$ cat src/design/lfdc_pkg.sv
// ----------------------------------------------------------------------------
// lfdc_pkg
// Types, pattern codes and helpers of the line follower drive control.
// ----------------------------------------------------------------------------
`timescale 1ns / 1ps

package lfdc_pkg;

	localparam int unsigned DUTY_W     = 8;
	localparam int unsigned HOLD_W     = 16;
	localparam int unsigned SENSOR_W   = 6;
	localparam int unsigned SECS_W     = 8;
	localparam int unsigned ERR_W      = 14;
	localparam int unsigned TENTH_W    = 13;
	localparam int unsigned BOOST_W    = 10;
	localparam int unsigned CFG_IDX_W  = 3;
	localparam int unsigned CFG_DATA_W = 16;

	localparam logic [DUTY_W-1:0] DUTY_MAX       = 8'd255;
	localparam logic [SECS_W-1:0] FINISH_SECONDS = 8'd6;
	// floor(x / 10) == (x * 52429) >> 19 for every 16-bit x
	localparam logic [15:0]       RECIP10        = 16'd52429;
	localparam int unsigned       RECIP10_SHIFT  = 19;

	// register indexes
	localparam logic [CFG_IDX_W-1:0] REG_BASE_SPEED    = 3'd0;
	localparam logic [CFG_IDX_W-1:0] REG_STRAIGHT_GAIN = 3'd1;
	localparam logic [CFG_IDX_W-1:0] REG_CURVE_GAIN    = 3'd2;
	localparam logic [CFG_IDX_W-1:0] REG_WEIGHT_SMALL  = 3'd3;
	localparam logic [CFG_IDX_W-1:0] REG_WEIGHT_MID    = 3'd4;
	localparam logic [CFG_IDX_W-1:0] REG_WEIGHT_BIG    = 3'd5;
	localparam logic [CFG_IDX_W-1:0] REG_TURN_DUTY     = 3'd6;
	localparam logic [CFG_IDX_W-1:0] REG_TURN_HOLD_MS  = 3'd7;

	// sensor patterns, bit 0 is the leftmost sensor
	localparam logic [SENSOR_W-1:0] PAT_LOST      = 6'h00;
	localparam logic [SENSOR_W-1:0] PAT_L_BIG     = 6'h01;
	localparam logic [SENSOR_W-1:0] PAT_L_MID     = 6'h02;
	localparam logic [SENSOR_W-1:0] PAT_L_SMALL   = 6'h04;
	localparam logic [SENSOR_W-1:0] PAT_L_MID2    = 6'h06;
	localparam logic [SENSOR_W-1:0] PAT_R_SMALL   = 6'h08;
	localparam logic [SENSOR_W-1:0] PAT_CENTER    = 6'h0C;
	localparam logic [SENSOR_W-1:0] PAT_R_MID     = 6'h10;
	localparam logic [SENSOR_W-1:0] PAT_R_SMALL2  = 6'h18;
	localparam logic [SENSOR_W-1:0] PAT_R_BIG     = 6'h20;
	localparam logic [SENSOR_W-1:0] PAT_ALL       = 6'h3F;
	localparam logic [SENSOR_W-1:0] PAT_PIV_L_A   = 6'h07;
	localparam logic [SENSOR_W-1:0] PAT_PIV_L_B   = 6'h0E;
	localparam logic [SENSOR_W-1:0] PAT_PIV_L_C   = 6'h0F;
	localparam logic [SENSOR_W-1:0] PAT_PIV_R_A   = 6'h1C;
	localparam logic [SENSOR_W-1:0] PAT_PIV_R_B   = 6'h38;
	localparam logic [SENSOR_W-1:0] PAT_PIV_R_C   = 6'h3C;

	// which outermost sensor set the last error
	localparam logic [1:0] OUTER_NONE  = 2'd0;
	localparam logic [1:0] OUTER_RIGHT = 2'd1;
	localparam logic [1:0] OUTER_LEFT  = 2'd2;

	typedef logic signed [ERR_W-1:0] err_t;

	typedef struct packed {
		logic [DUTY_W-1:0] base_speed;
		logic [DUTY_W-1:0] straight_gain;
		logic [DUTY_W-1:0] curve_gain;
		logic [DUTY_W-1:0] weight_small;
		logic [DUTY_W-1:0] weight_mid;
		logic [DUTY_W-1:0] weight_big;
		logic [DUTY_W-1:0] turn_duty;
		logic [HOLD_W-1:0] turn_hold_ms;
	} cfg_t;

	// steering magnitudes derived from the registers
	typedef struct packed {
		logic [TENTH_W-1:0] near;
		logic [TENTH_W-1:0] mid;
		logic [TENTH_W-1:0] big;
		logic [BOOST_W-1:0] boost;
	} steer_tbl_t;

	typedef struct packed {
		logic [SECS_W-1:0]   run_seconds;
		logic [SENSOR_W-1:0] sensor_bits;
	} in_item_t;

	typedef struct packed {
		logic [HOLD_W-1:0] hold_ms;
		logic [DUTY_W-1:0] left_reverse;
		logic [DUTY_W-1:0] left_forward;
		logic [DUTY_W-1:0] right_reverse;
		logic [DUTY_W-1:0] right_forward;
		logic              halted;
		logic              last;
	} beat_t;

	// saturate to +-255 and split into {reverse, forward}
	function automatic logic [2*DUTY_W-1:0] split_duty(input logic signed [ERR_W:0] v);
		logic signed [ERR_W:0] neg;
		logic [DUTY_W-1:0]     fwd;
		logic [DUTY_W-1:0]     rev;
		neg = -v;
		fwd = '0;
		rev = '0;
		if (v > $signed({7'd0, DUTY_MAX})) begin
			fwd = DUTY_MAX;
		end else if (v > 0) begin
			fwd = v[DUTY_W-1:0];
		end else if (neg > $signed({7'd0, DUTY_MAX})) begin
			rev = DUTY_MAX;
		end else begin
			rev = neg[DUTY_W-1:0];
		end
		return {rev, fwd};
	endfunction

endpackage

$ cat src/design/line_follower_drive_control.sv
// ----------------------------------------------------------------------------
// line_follower_drive_control
// Two-wheel drive duties from a six-sensor line pattern per step.
// ----------------------------------------------------------------------------
// One sensor beat goes in, one or two drive beats come out. A beat accepted
// on the slave side passes three input stages and then the output register.
// A new beat can be taken every clock unless the output stalls or a pivot is
// pending. Most patterns give a single drive beat (tlast high). Right-angle
// corner patterns first give a pivot beat (tlast low, hold_ms = turn_hold_ms)
// and then the drive beat, so such a step holds the output register for both
// beats. The output register decouples the two sides: the input keeps filling
// its stages while a result waits on tready. Steering magnitudes
// (weight * gain / 10, and the boost 3 * curve_gain) are recomputed from the
// registers every clock in at most two registered steps; the three input
// stages cover that delay, so a register write is seen by any beat accepted
// in the same clock or later. Once the all-ones pattern is seen past six
// seconds, every further beat is the halted brake beat until reset.
// ----------------------------------------------------------------------------
`timescale 1ns / 1ps

module line_follower_drive_control import lfdc_pkg::*; (
	input  logic                  clk,
	input  logic                  arst_n,
	// register write port
	input  logic                  cfg_we,
	input  logic [CFG_IDX_W-1:0]  cfg_idx,
	input  logic [CFG_DATA_W-1:0] cfg_data,
	// sensor beats
	input  logic                  s_axis_tvalid,
	output logic                  s_axis_tready,
	input  logic [15:0]           s_axis_tdata,  // sensor_bits[5:0], run_seconds[13:6], 0
	// drive beats
	output logic                  m_axis_tvalid,
	input  logic                  m_axis_tready,
	// right_forward, right_reverse, left_forward, left_reverse, hold_ms[47:32]
	output logic [47:0]           m_axis_tdata,
	output logic                  m_axis_tuser,  // halted
	output logic                  m_axis_tlast
);

	cfg_t       cfg;
	steer_tbl_t tbl;

	// input stages
	logic       vld_s1, vld_s2, vld_s3;
	in_item_t   item_s1, item_s2, item_s3;
	logic       adv1, adv2, adv3;

	// output side
	logic       out_vld_q;
	beat_t      out_beat_q;
	logic       pivot_sent_q;
	logic       load_ok;
	logic       pivot;
	logic       emit_pivot;
	beat_t      pivot_beat;
	beat_t      final_beat;

	lfdc_cfg u_cfg (
		.clk      (clk),
		.arst_n   (arst_n),
		.cfg_we   (cfg_we),
		.cfg_idx  (cfg_idx),
		.cfg_data (cfg_data),
		.cfg      (cfg),
		.tbl      (tbl)
	);

	lfdc_steer u_steer (
		.clk        (clk),
		.arst_n     (arst_n),
		.commit     (adv3),
		.item       (item_s3),
		.cfg        (cfg),
		.tbl        (tbl),
		.pivot      (pivot),
		.pivot_beat (pivot_beat),
		.final_beat (final_beat)
	);

	// stage 3 retires its beat only with the final result of the step
	assign load_ok    = !out_vld_q || m_axis_tready;
	assign emit_pivot = pivot && !pivot_sent_q;
	assign adv3       = vld_s3 && load_ok && !emit_pivot;
	assign adv2       = vld_s2 && (!vld_s3 || adv3);
	assign adv1       = vld_s1 && (!vld_s2 || adv2);

	assign s_axis_tready = !vld_s1 || adv1;

	always_ff @(posedge clk or negedge arst_n) begin
		if (!arst_n) begin
			vld_s1 <= 1'b0;
			vld_s2 <= 1'b0;
			vld_s3 <= 1'b0;
		end else begin
			if (s_axis_tready) begin
				vld_s1 <= s_axis_tvalid;
			end
			if (!vld_s2 || adv2) begin
				vld_s2 <= vld_s1;
			end
			if (!vld_s3 || adv3) begin
				vld_s3 <= vld_s2;
			end
		end
	end

	always_ff @(posedge clk) begin
		if (s_axis_tvalid && s_axis_tready) begin
			item_s1 <= in_item_t'(s_axis_tdata[SENSOR_W+SECS_W-1:0]);
		end
		if (adv1) begin
			item_s2 <= item_s1;
		end
		if (adv2) begin
			item_s3 <= item_s2;
		end
	end

	// output register: pivot beat first where the pattern calls for one
	always_ff @(posedge clk or negedge arst_n) begin
		if (!arst_n) begin
			out_vld_q    <= 1'b0;
			pivot_sent_q <= 1'b0;
		end else if (load_ok) begin
			out_vld_q <= vld_s3;
			if (vld_s3) begin
				pivot_sent_q <= emit_pivot;
			end
		end
	end

	always_ff @(posedge clk) begin
		if (load_ok && vld_s3) begin
			out_beat_q <= emit_pivot ? pivot_beat : final_beat;
		end
	end

	assign m_axis_tvalid = out_vld_q;
	assign m_axis_tdata  = {out_beat_q.hold_ms, out_beat_q.left_reverse,
		out_beat_q.left_forward, out_beat_q.right_reverse, out_beat_q.right_forward};
	assign m_axis_tuser  = out_beat_q.halted;
	assign m_axis_tlast  = out_beat_q.last;

endmodule

$ cat src/design/lfdc_cfg.sv
// ----------------------------------------------------------------------------
// lfdc_cfg
// Register file and the registered steering magnitudes derived from it.
// ----------------------------------------------------------------------------
`timescale 1ns / 1ps

module lfdc_cfg import lfdc_pkg::*; (
	input  logic                  clk,
	input  logic                  arst_n,
	input  logic                  cfg_we,
	input  logic [CFG_IDX_W-1:0]  cfg_idx,
	input  logic [CFG_DATA_W-1:0] cfg_data,
	output cfg_t                  cfg,
	output steer_tbl_t            tbl
);

	cfg_t        cfg_q;
	logic [15:0] prod_small_q;
	logic [15:0] prod_mid_q;
	logic [15:0] prod_big_q;
	steer_tbl_t  tbl_q;
	logic [31:0] div_small;
	logic [31:0] div_mid;
	logic [31:0] div_big;

	always_ff @(posedge clk or negedge arst_n) begin
		if (!arst_n) begin
			cfg_q <= '0;
		end else if (cfg_we) begin
			unique case (cfg_idx)
				REG_BASE_SPEED:    cfg_q.base_speed    <= cfg_data[DUTY_W-1:0];
				REG_STRAIGHT_GAIN: cfg_q.straight_gain <= cfg_data[DUTY_W-1:0];
				REG_CURVE_GAIN:    cfg_q.curve_gain    <= cfg_data[DUTY_W-1:0];
				REG_WEIGHT_SMALL:  cfg_q.weight_small  <= cfg_data[DUTY_W-1:0];
				REG_WEIGHT_MID:    cfg_q.weight_mid    <= cfg_data[DUTY_W-1:0];
				REG_WEIGHT_BIG:    cfg_q.weight_big    <= cfg_data[DUTY_W-1:0];
				REG_TURN_DUTY:     cfg_q.turn_duty     <= cfg_data[DUTY_W-1:0];
				REG_TURN_HOLD_MS:  cfg_q.turn_hold_ms  <= cfg_data[HOLD_W-1:0];
				default:           cfg_q               <= cfg_q;
			endcase
		end
	end

	// weight * gain, then /10 by reciprocal in the following clock
	assign div_small = prod_small_q * RECIP10;
	assign div_mid   = prod_mid_q * RECIP10;
	assign div_big   = prod_big_q * RECIP10;

	always_ff @(posedge clk or negedge arst_n) begin
		if (!arst_n) begin
			prod_small_q <= '0;
			prod_mid_q   <= '0;
			prod_big_q   <= '0;
			tbl_q        <= '0;
		end else begin
			prod_small_q <= cfg_q.weight_small * cfg_q.straight_gain;
			prod_mid_q   <= cfg_q.weight_mid * cfg_q.curve_gain;
			prod_big_q   <= cfg_q.weight_big * cfg_q.curve_gain;
			tbl_q.near   <= div_small[RECIP10_SHIFT +: TENTH_W];
			tbl_q.mid    <= div_mid[RECIP10_SHIFT +: TENTH_W];
			tbl_q.big    <= div_big[RECIP10_SHIFT +: TENTH_W];
			tbl_q.boost  <= {1'b0, cfg_q.curve_gain, 1'b0} + {2'b00, cfg_q.curve_gain};
		end
	end

	assign cfg = cfg_q;
	assign tbl = tbl_q;

endmodule

$ cat src/design/lfdc_steer.sv
// ----------------------------------------------------------------------------
// lfdc_steer
// Steering state, pattern decode and the beats one step produces.
// ----------------------------------------------------------------------------
`timescale 1ns / 1ps

module lfdc_steer import lfdc_pkg::*; (
	input  logic       clk,
	input  logic       arst_n,
	input  logic       commit,
	input  in_item_t   item,
	input  cfg_t       cfg,
	input  steer_tbl_t tbl,
	output logic       pivot,
	output beat_t      pivot_beat,
	output beat_t      final_beat
);

	err_t                  err_q;
	logic [1:0]            outer_q;
	logic                  finished_q;
	err_t                  err_nxt;
	logic [1:0]            outer_nxt;
	logic                  finish_now;
	logic                  piv_right;
	logic                  piv_left;
	logic signed [ERR_W:0] sum_l;
	logic signed [ERR_W:0] sum_r;
	logic [2*DUTY_W-1:0]   duty_l;
	logic [2*DUTY_W-1:0]   duty_r;

	assign finish_now = finished_q
		|| (item.sensor_bits == PAT_ALL && item.run_seconds > FINISH_SECONDS);

	always_comb begin
		err_nxt   = err_q;
		outer_nxt = outer_q;
		unique case (item.sensor_bits)
			PAT_R_BIG: begin
				err_nxt   = err_t'({1'b0, tbl.big});
				outer_nxt = OUTER_RIGHT;
			end
			PAT_R_MID: begin
				err_nxt   = err_t'({1'b0, tbl.mid});
				outer_nxt = OUTER_NONE;
			end
			PAT_R_SMALL, PAT_R_SMALL2: begin
				err_nxt   = err_t'({1'b0, tbl.near});
				outer_nxt = OUTER_NONE;
			end
			PAT_CENTER: begin
				err_nxt   = '0;
				outer_nxt = OUTER_NONE;
			end
			PAT_L_SMALL: begin
				err_nxt   = -err_t'({1'b0, tbl.near});
				outer_nxt = OUTER_NONE;
			end
			PAT_L_MID, PAT_L_MID2: begin
				err_nxt   = -err_t'({1'b0, tbl.mid});
				outer_nxt = OUTER_NONE;
			end
			PAT_L_BIG: begin
				err_nxt   = -err_t'({1'b0, tbl.big});
				outer_nxt = OUTER_LEFT;
			end
			PAT_LOST: begin
				// line lost past an outermost sensor: hard recovery steer
				if (outer_q == OUTER_LEFT) begin
					err_nxt = -err_t'({1'b0, tbl.boost});
				end else if (outer_q == OUTER_RIGHT) begin
					err_nxt = err_t'({1'b0, tbl.boost});
				end
			end
			default: begin
				err_nxt   = err_q;
				outer_nxt = outer_q;
			end
		endcase
	end

	assign piv_right = item.sensor_bits == PAT_PIV_L_A || item.sensor_bits == PAT_PIV_L_B
		|| item.sensor_bits == PAT_PIV_L_C;
	assign piv_left  = item.sensor_bits == PAT_PIV_R_A || item.sensor_bits == PAT_PIV_R_B
		|| item.sensor_bits == PAT_PIV_R_C;
	assign pivot     = !finish_now && (piv_right || piv_left);

	always_comb begin
		pivot_beat         = '0;
		pivot_beat.hold_ms = cfg.turn_hold_ms;
		if (piv_right) begin
			pivot_beat.right_forward = cfg.turn_duty;
			pivot_beat.left_forward  = DUTY_MAX;
			pivot_beat.left_reverse  = DUTY_MAX;
		end else begin
			pivot_beat.right_forward = DUTY_MAX;
			pivot_beat.right_reverse = DUTY_MAX;
			pivot_beat.left_forward  = cfg.turn_duty;
		end
	end

	assign sum_l  = $signed({7'd0, cfg.base_speed}) + {err_nxt[ERR_W-1], err_nxt};
	assign sum_r  = $signed({7'd0, cfg.base_speed}) - {err_nxt[ERR_W-1], err_nxt};
	assign duty_l = split_duty(sum_l);
	assign duty_r = split_duty(sum_r);

	always_comb begin
		final_beat      = '0;
		final_beat.last = 1'b1;
		if (finish_now) begin
			final_beat.right_forward = DUTY_MAX;
			final_beat.right_reverse = DUTY_MAX;
			final_beat.left_forward  = DUTY_MAX;
			final_beat.left_reverse  = DUTY_MAX;
			final_beat.halted        = 1'b1;
		end else begin
			final_beat.right_forward = duty_r[DUTY_W-1:0];
			final_beat.right_reverse = duty_r[2*DUTY_W-1:DUTY_W];
			final_beat.left_forward  = duty_l[DUTY_W-1:0];
			final_beat.left_reverse  = duty_l[2*DUTY_W-1:DUTY_W];
		end
	end

	always_ff @(posedge clk or negedge arst_n) begin
		if (!arst_n) begin
			err_q      <= '0;
			outer_q    <= OUTER_NONE;
			finished_q <= 1'b0;
		end else if (commit) begin
			if (finish_now) begin
				finished_q <= 1'b1;
			end else begin
				err_q   <= err_nxt;
				outer_q <= outer_nxt;
			end
		end
	end

endmodule

$ cat config.mk
export PLATFORM = sky130hd
export DESIGN_NAME = line_follower_drive_control
export DESIGN_NICKNAME = d
export VERILOG_FILES = /design/src/design/lfdc_pkg.sv /design/src/design/line_follower_drive_control.sv /design/src/design/lfdc_cfg.sv /design/src/design/lfdc_steer.sv
export SDC_FILE = /design/constraint.sdc
export NUM_CORES = 2
export LEC_CHECK = 0
export CORE_ASPECT_RATIO = 0.9
export CORE_MARGIN = 2
export CORE_UTILIZATION = 63
export DETAILED_ROUTE_END_ITERATION = 6
export DONT_BUFFER_PORTS = 1
export PLACE_DENSITY = 0.79
export SLEW_MARGIN = 20
export SYNTH_ARGS = -nofsm -noshare
export SYNTH_HDL_FRONTEND = slang
export SYNTH_HIERARCHICAL = 1
export SYNTH_SLANG_ARGS = --single-unit
$ cat constraint.sdc
create_clock -name clk -period 12.1 [get_ports clk]
set_clock_uncertainty 0.1 [all_clocks]
set_input_delay 1.815 -clock clk [delete_from_list [all_inputs] [get_ports clk]]
set_output_delay 1.815 -clock clk [all_outputs]
set_load 0.05 [all_outputs]
# Word-level counts from Yosys, hierarchy flattened

Cells that the tools add are included.

Multiply operators: 6
Multiplexer cells: 21
Bitwise gates (word level): 1
Magnitude comparators: 7
Eq/ne operators: 25
$add $sub $neg: 9
Reductions and logical operators: 43

Operators with widths:

| operator               | number |
|---|---|
| $mux 8                 | 14 |
| $pmux 14 s8            | 1 |
| $mul 16x16->32 const B | 3 |
| $gt 15x9->1 const B    | 4 |
| $mul 8x8->16           | 3 |
| $neg 13->14            | 3 |
| $mux 34                | 1 |
| $mux 32                | 1 |
| $gt 15x1->1 const B    | 2 |
| $neg 15->15            | 2 |
| $mux 14                | 2 |
| $eq 6x4->1 const B     | 4 |
| $eq 6x6->1 const B     | 4 |
| $reduce_and 2->1       | 11 |
| $eq 6x3->1 const B     | 3 |
| $eq 6x5->1 const B     | 3 |
| $add 9x14->15          | 1 |
| $sub 9x14->15          | 1 |
| $neg 10->14            | 1 |
| $eq 3x3->1 const B     | 4 |
| $add 9x8->10           | 1 |
| $logic_or 1x1->1       | 10 |
| $gt 8x3->1 const B     | 1 |
| $logic_and 1x1->1      | 8 |
| 16 further kinds       | 24 |

Logic and storage cells: 148
Bits in registers: 283
Input bits: 40
Output and inout bits: 52

# Depth between registers and ports, before layout

Word-level depth: 14
Mapped depth: 26
Mapped depth without buffers: 25

# By module

Netlist, hierarchy kept.

By module, submodules not included:

| module                      | area an instance (um^2) | cells an instance | sequential area each (um^2) | times used |
|---|---|---|---|---|
| lfdc_cfg                    | 24955.2                 | 2458              | 4229.1                      | 1 |
| lfdc_steer                  | 5335.1                  | 762               | 425.4                       | 1 |
| line_follower_drive_control | 3656.0                  | 277               | 2887.8                      | 1 |

# Worst setup path before layout

Ideal clock, no wire load.

Path kind: reg-to-reg
Start: register item_s3[3] (netlist name)
End: register out_beat_q (netlist bit m_axis_tdata[8]), data pin
Period minus slack after synthesis: 5825 ps
Library setup time: 253 ps
Setup slack: 6275 ps
Required time: 11747 ps
Arrival: 5472 ps
Cell stages (with the launch flop): 26
Path buffers: 4
Cells stage by stage: edfxtp_1 buf_2 nor4_1 a221o_1 or2_1 buf_4 buf_2 buf_1 nand4_1 o21ai_0 inv_1 fa_1 nor3_1 nor3_1 o31ai_1 and2_1 o21ai_0 a22oi_2 nand3_1 o22ai_1 nand3_1 or4b_4 a2111oi_4 a21oi_1 nand2_1 nand2_1

RTL lines:

| what                   | line                               | source |
|---|---|---|
| from (decl)            | line_follower_drive_control.sv:46  | `in_item_t item_s1, item_s2, item_s3;` |
| from (signal assigned) | line_follower_drive_control.sv:116 | `item_s3 <= item_s2;` |
| to (signal assigned)   | line_follower_drive_control.sv:135 | `out_beat_q <= emit_pivot ? pivot_beat : final_beat;` |
| to (decl)              | line_follower_drive_control.sv:51  | `beat_t out_beat_q;` |

==> impl_metrics.ini <==
[run_status]
status = complete, but fails checks
violations = DRC

[timing]
post-route-min-period_ps = 6870
rsz0062_at_grt = false
max_freq_mhz = 146
relSlewSlack_pct = 33.5
setup_violations = 0
slew_viol_final = 0
post-route-period-util_pct = 56.8
tightest_slew_ps = 994
fin_setup_tns_ps = 0
hold_viol_final = 0

[routing]
antenna_violating_nets_post_route = 0
drt_first_pass_iters = 7
dr_total_vias = 23700
via_per_inst = 5.70
drc = 2
first_iter_violations = 1581
routedWlPerCell_um = 17.7
drt_wl_total_mm = 73.6

[worst_hold_path]
hold_path.class = reg -> reg
holdPathStages = 0
min_to = item_s3[12]
hp-start = item_s2[12]

[cts]
htree_num_levels = 1
cts_resized = 0
cts_made_buffers = 29
cts.sinks = 283
cts_buffer_depth = 3
cts.reportedPaths.clkPinSlew_ps = 70
holdBufCountCts = 0
postCtsSetupBuffers = 0
clock_insertion_delay_worst_skew_ps = 590
cts_tree = done
cts_root_buf = clkbuf_16

[final_layout]
final_common_cell = inv_1
layout_common_cells = inv_1 (731), ha_1 (532), fa_1 (348)
final_layout_size_suffix_gt1_share_pct = 5.69
layout.nets = 4358
n_fill_cell = 4101
insertedDiodeCount = 0
area_growth_pct = 4.04

[yosys]
synth-main-ff-cell = dfrtp_1
ys_top_cells_by_area = fa_1 (21%), ha_1 (20%), dfrtp_1 (14%)
synth.cell_area_sq_um = 33900
synth_top_cell_by_area = fa_1
ys_seq_area_share_pct = 22.2
synth.distinct_cells = 100
yosysWarningCount = 6
synth-async-reset-ratio_pct = 67.5
synth_edf_count = 92
synth_seq_cells = 283
postSynthCellCount = 3497
syn_area_per_cell_sq_um = 9.71
synth_top_area_share_pct = 20.5

[global_route]
antenna_found_initial = 3
grt_max_degree = 192
grt_pass1_wl_mm = 123
grtUsageTotal_pct = 27.2
grt-ovfl-total = 0
grt_pass1_vias = 24200

[critical_path]
startpoint_type = flip-flop
path_max_fanout = 15
reg2reg_depth = 18
setup.worst_path.class = reg -> reg
required_ps = 12330
r2r_start = item_s3[2]
r2r_slack_ps = 5230
rr_endpoint = m_axis_tdata[14]
cp.arrival_ps = 7100
cp-end-kind = flip-flop

[placement]
numPortBuffers = 0
place.gp.congestion = 0.957
dp_hpwl_mm = 58.8

[die]
start_util_pct = 63.9
core-area_sq_um = 53200
pin_count = 92
chipWidth_um = 249
die_h_um = 224
die_area_sq_um = 55800
std_cell_rows = 80

[job]
max_cap_violations = 0
[cell usage after synthesis (20+ instances only)]
| cell | n |
|---|---|
| ha_1 | 532 |
| buf_4 | 58 |
| and2_1 | 123 |
| mux2_2 | 78 |
| nand3_1 | 39 |
| nor2_1 | 114 |
| o21ai_0 | 79 |
| nand2b_1 | 21 |
| dfrtp_1 | 191 |
| nor4_1 | 25 |
| a21o_1 | 48 |
| xnor2_1 | 107 |
| fa_1 | 348 |
| xor2_1 | 48 |
| nand2_1 | 320 |
| clkbuf_1 | 45 |
| inv_1 | 732 |
| nor2b_1 | 20 |
| nor3_1 | 46 |
| edfxtp_1 | 92 |
| a21oi_1 | 95 |
[per-layer routing]
| layer | global-route usage [%] | vias to the layer above | routed length [um] |
|---|---|---|---|
| met5 | 0 | - | 10 |
| met4 | 8.33 | 2 | 2200 |
| met3 | 4.06 | 150 | 4390 |
| met2 | 44.3 | 690 | 34200 |
| met1 | 38.0 | 11600 | 32700 |
| li1 | - | 11200 | - |
[how the worst max path moves through the flow]
stage,end,start,slack [ps]
2_1_floorplan,m_axis_tdata[8],item_s3[3],6280
3_3_place_gp,m_axis_tdata[14],item_s3[5],5480
3_5_place_dp,m_axis_tdata[11],item_s3[5],5380
4_1_cts,m_axis_tdata[14],item_s3[5],5340
5_1_grt,m_axis_tdata[12],item_s3[5],4790
6_report,m_axis_tdata[14],item_s3[2],5230
[per-stage QoR]
step / area (sq um) / instances / hold slack [ps] / setup WS, ps / utilization (%)
4_1_cts: 35300 / 4158 / 321 / 5340 / 66.4
6_report: 35300 / 4158 / 321 / 5230 / 66.4
2_1_floorplan: 34000 / 3514 / 300 / 6280 / -
3_3_place_gp: 34300 / 4104 / 303 / 5480 / 64.5
5_1_grt: 35300 / 4158 / 330 / 4790 / 66.4
3_5_place_dp: 34300 / 4104 / 305 / 5380 / 64.5
[layout make-up]
cell class	count	area, sq um	share of cell area (%)
Tap cell	697	872	2.47
Inverter	732	2750	7.78
Multi-Input combinational cell	2378	23100	65.3
Clock inverter	16	178	0.503
Clock buffer	38	820	2.32
Sequential cell	283	7540	21.4
Timing Repair Buffer	14	105	0.298
[worst max-delay path: stages, from the launching register on]
cell	delay, ps
edfxtp_1	600
or4_4	670
nor2b_1	650
a22oi_1	210
nand4_1	180
o21ai_0	210
inv_1	190
ha_1	280
o21bai_1	200
a21oi_1	100
xnor2_1	700
nand3_1	240
nor3_1	650
and4_1	310
or4b_4	480
a2111oi_4	560
a21oi_1	140
nand2_1	90
nand2_1	60
[logic make-up (layout without fill, tap and decap cells)]
logic type / after synthesis / in the layout / share of synthesized area (%)
adders and majority gates: 880 / 880 / 40.1
buffers and inverters: 853 / 800 / 10.1
and+or+nand+nor: 821 / 821 / 12.0
AOI/OAI and AO/OA: 418 / 418 / 8.66
DFF: 283 / 283 / 22.2
xor gates and xnor gates: 155 / 155 / 4.00
muxes: 85 / 85 / 2.79
other: 2 / 19 / 0.0221
[sequential cells by signal, indices dropped and copies added (netlist names), 16 cells and up]
| name | flops |
|---|---|
| u_cfg/tbl | 49 |
| u_cfg/prod_small_q | 16 |
| u_cfg/prod_mid_q | 16 |
| m_axis_tdata | 48 |
| u_cfg/prod_big_q | 16 |
| u_cfg/cfg | 72 |
Power is left out: the tool's default activity adds up to more than one toggle a clock period on the data nets, which glitch-free logic cannot reach.
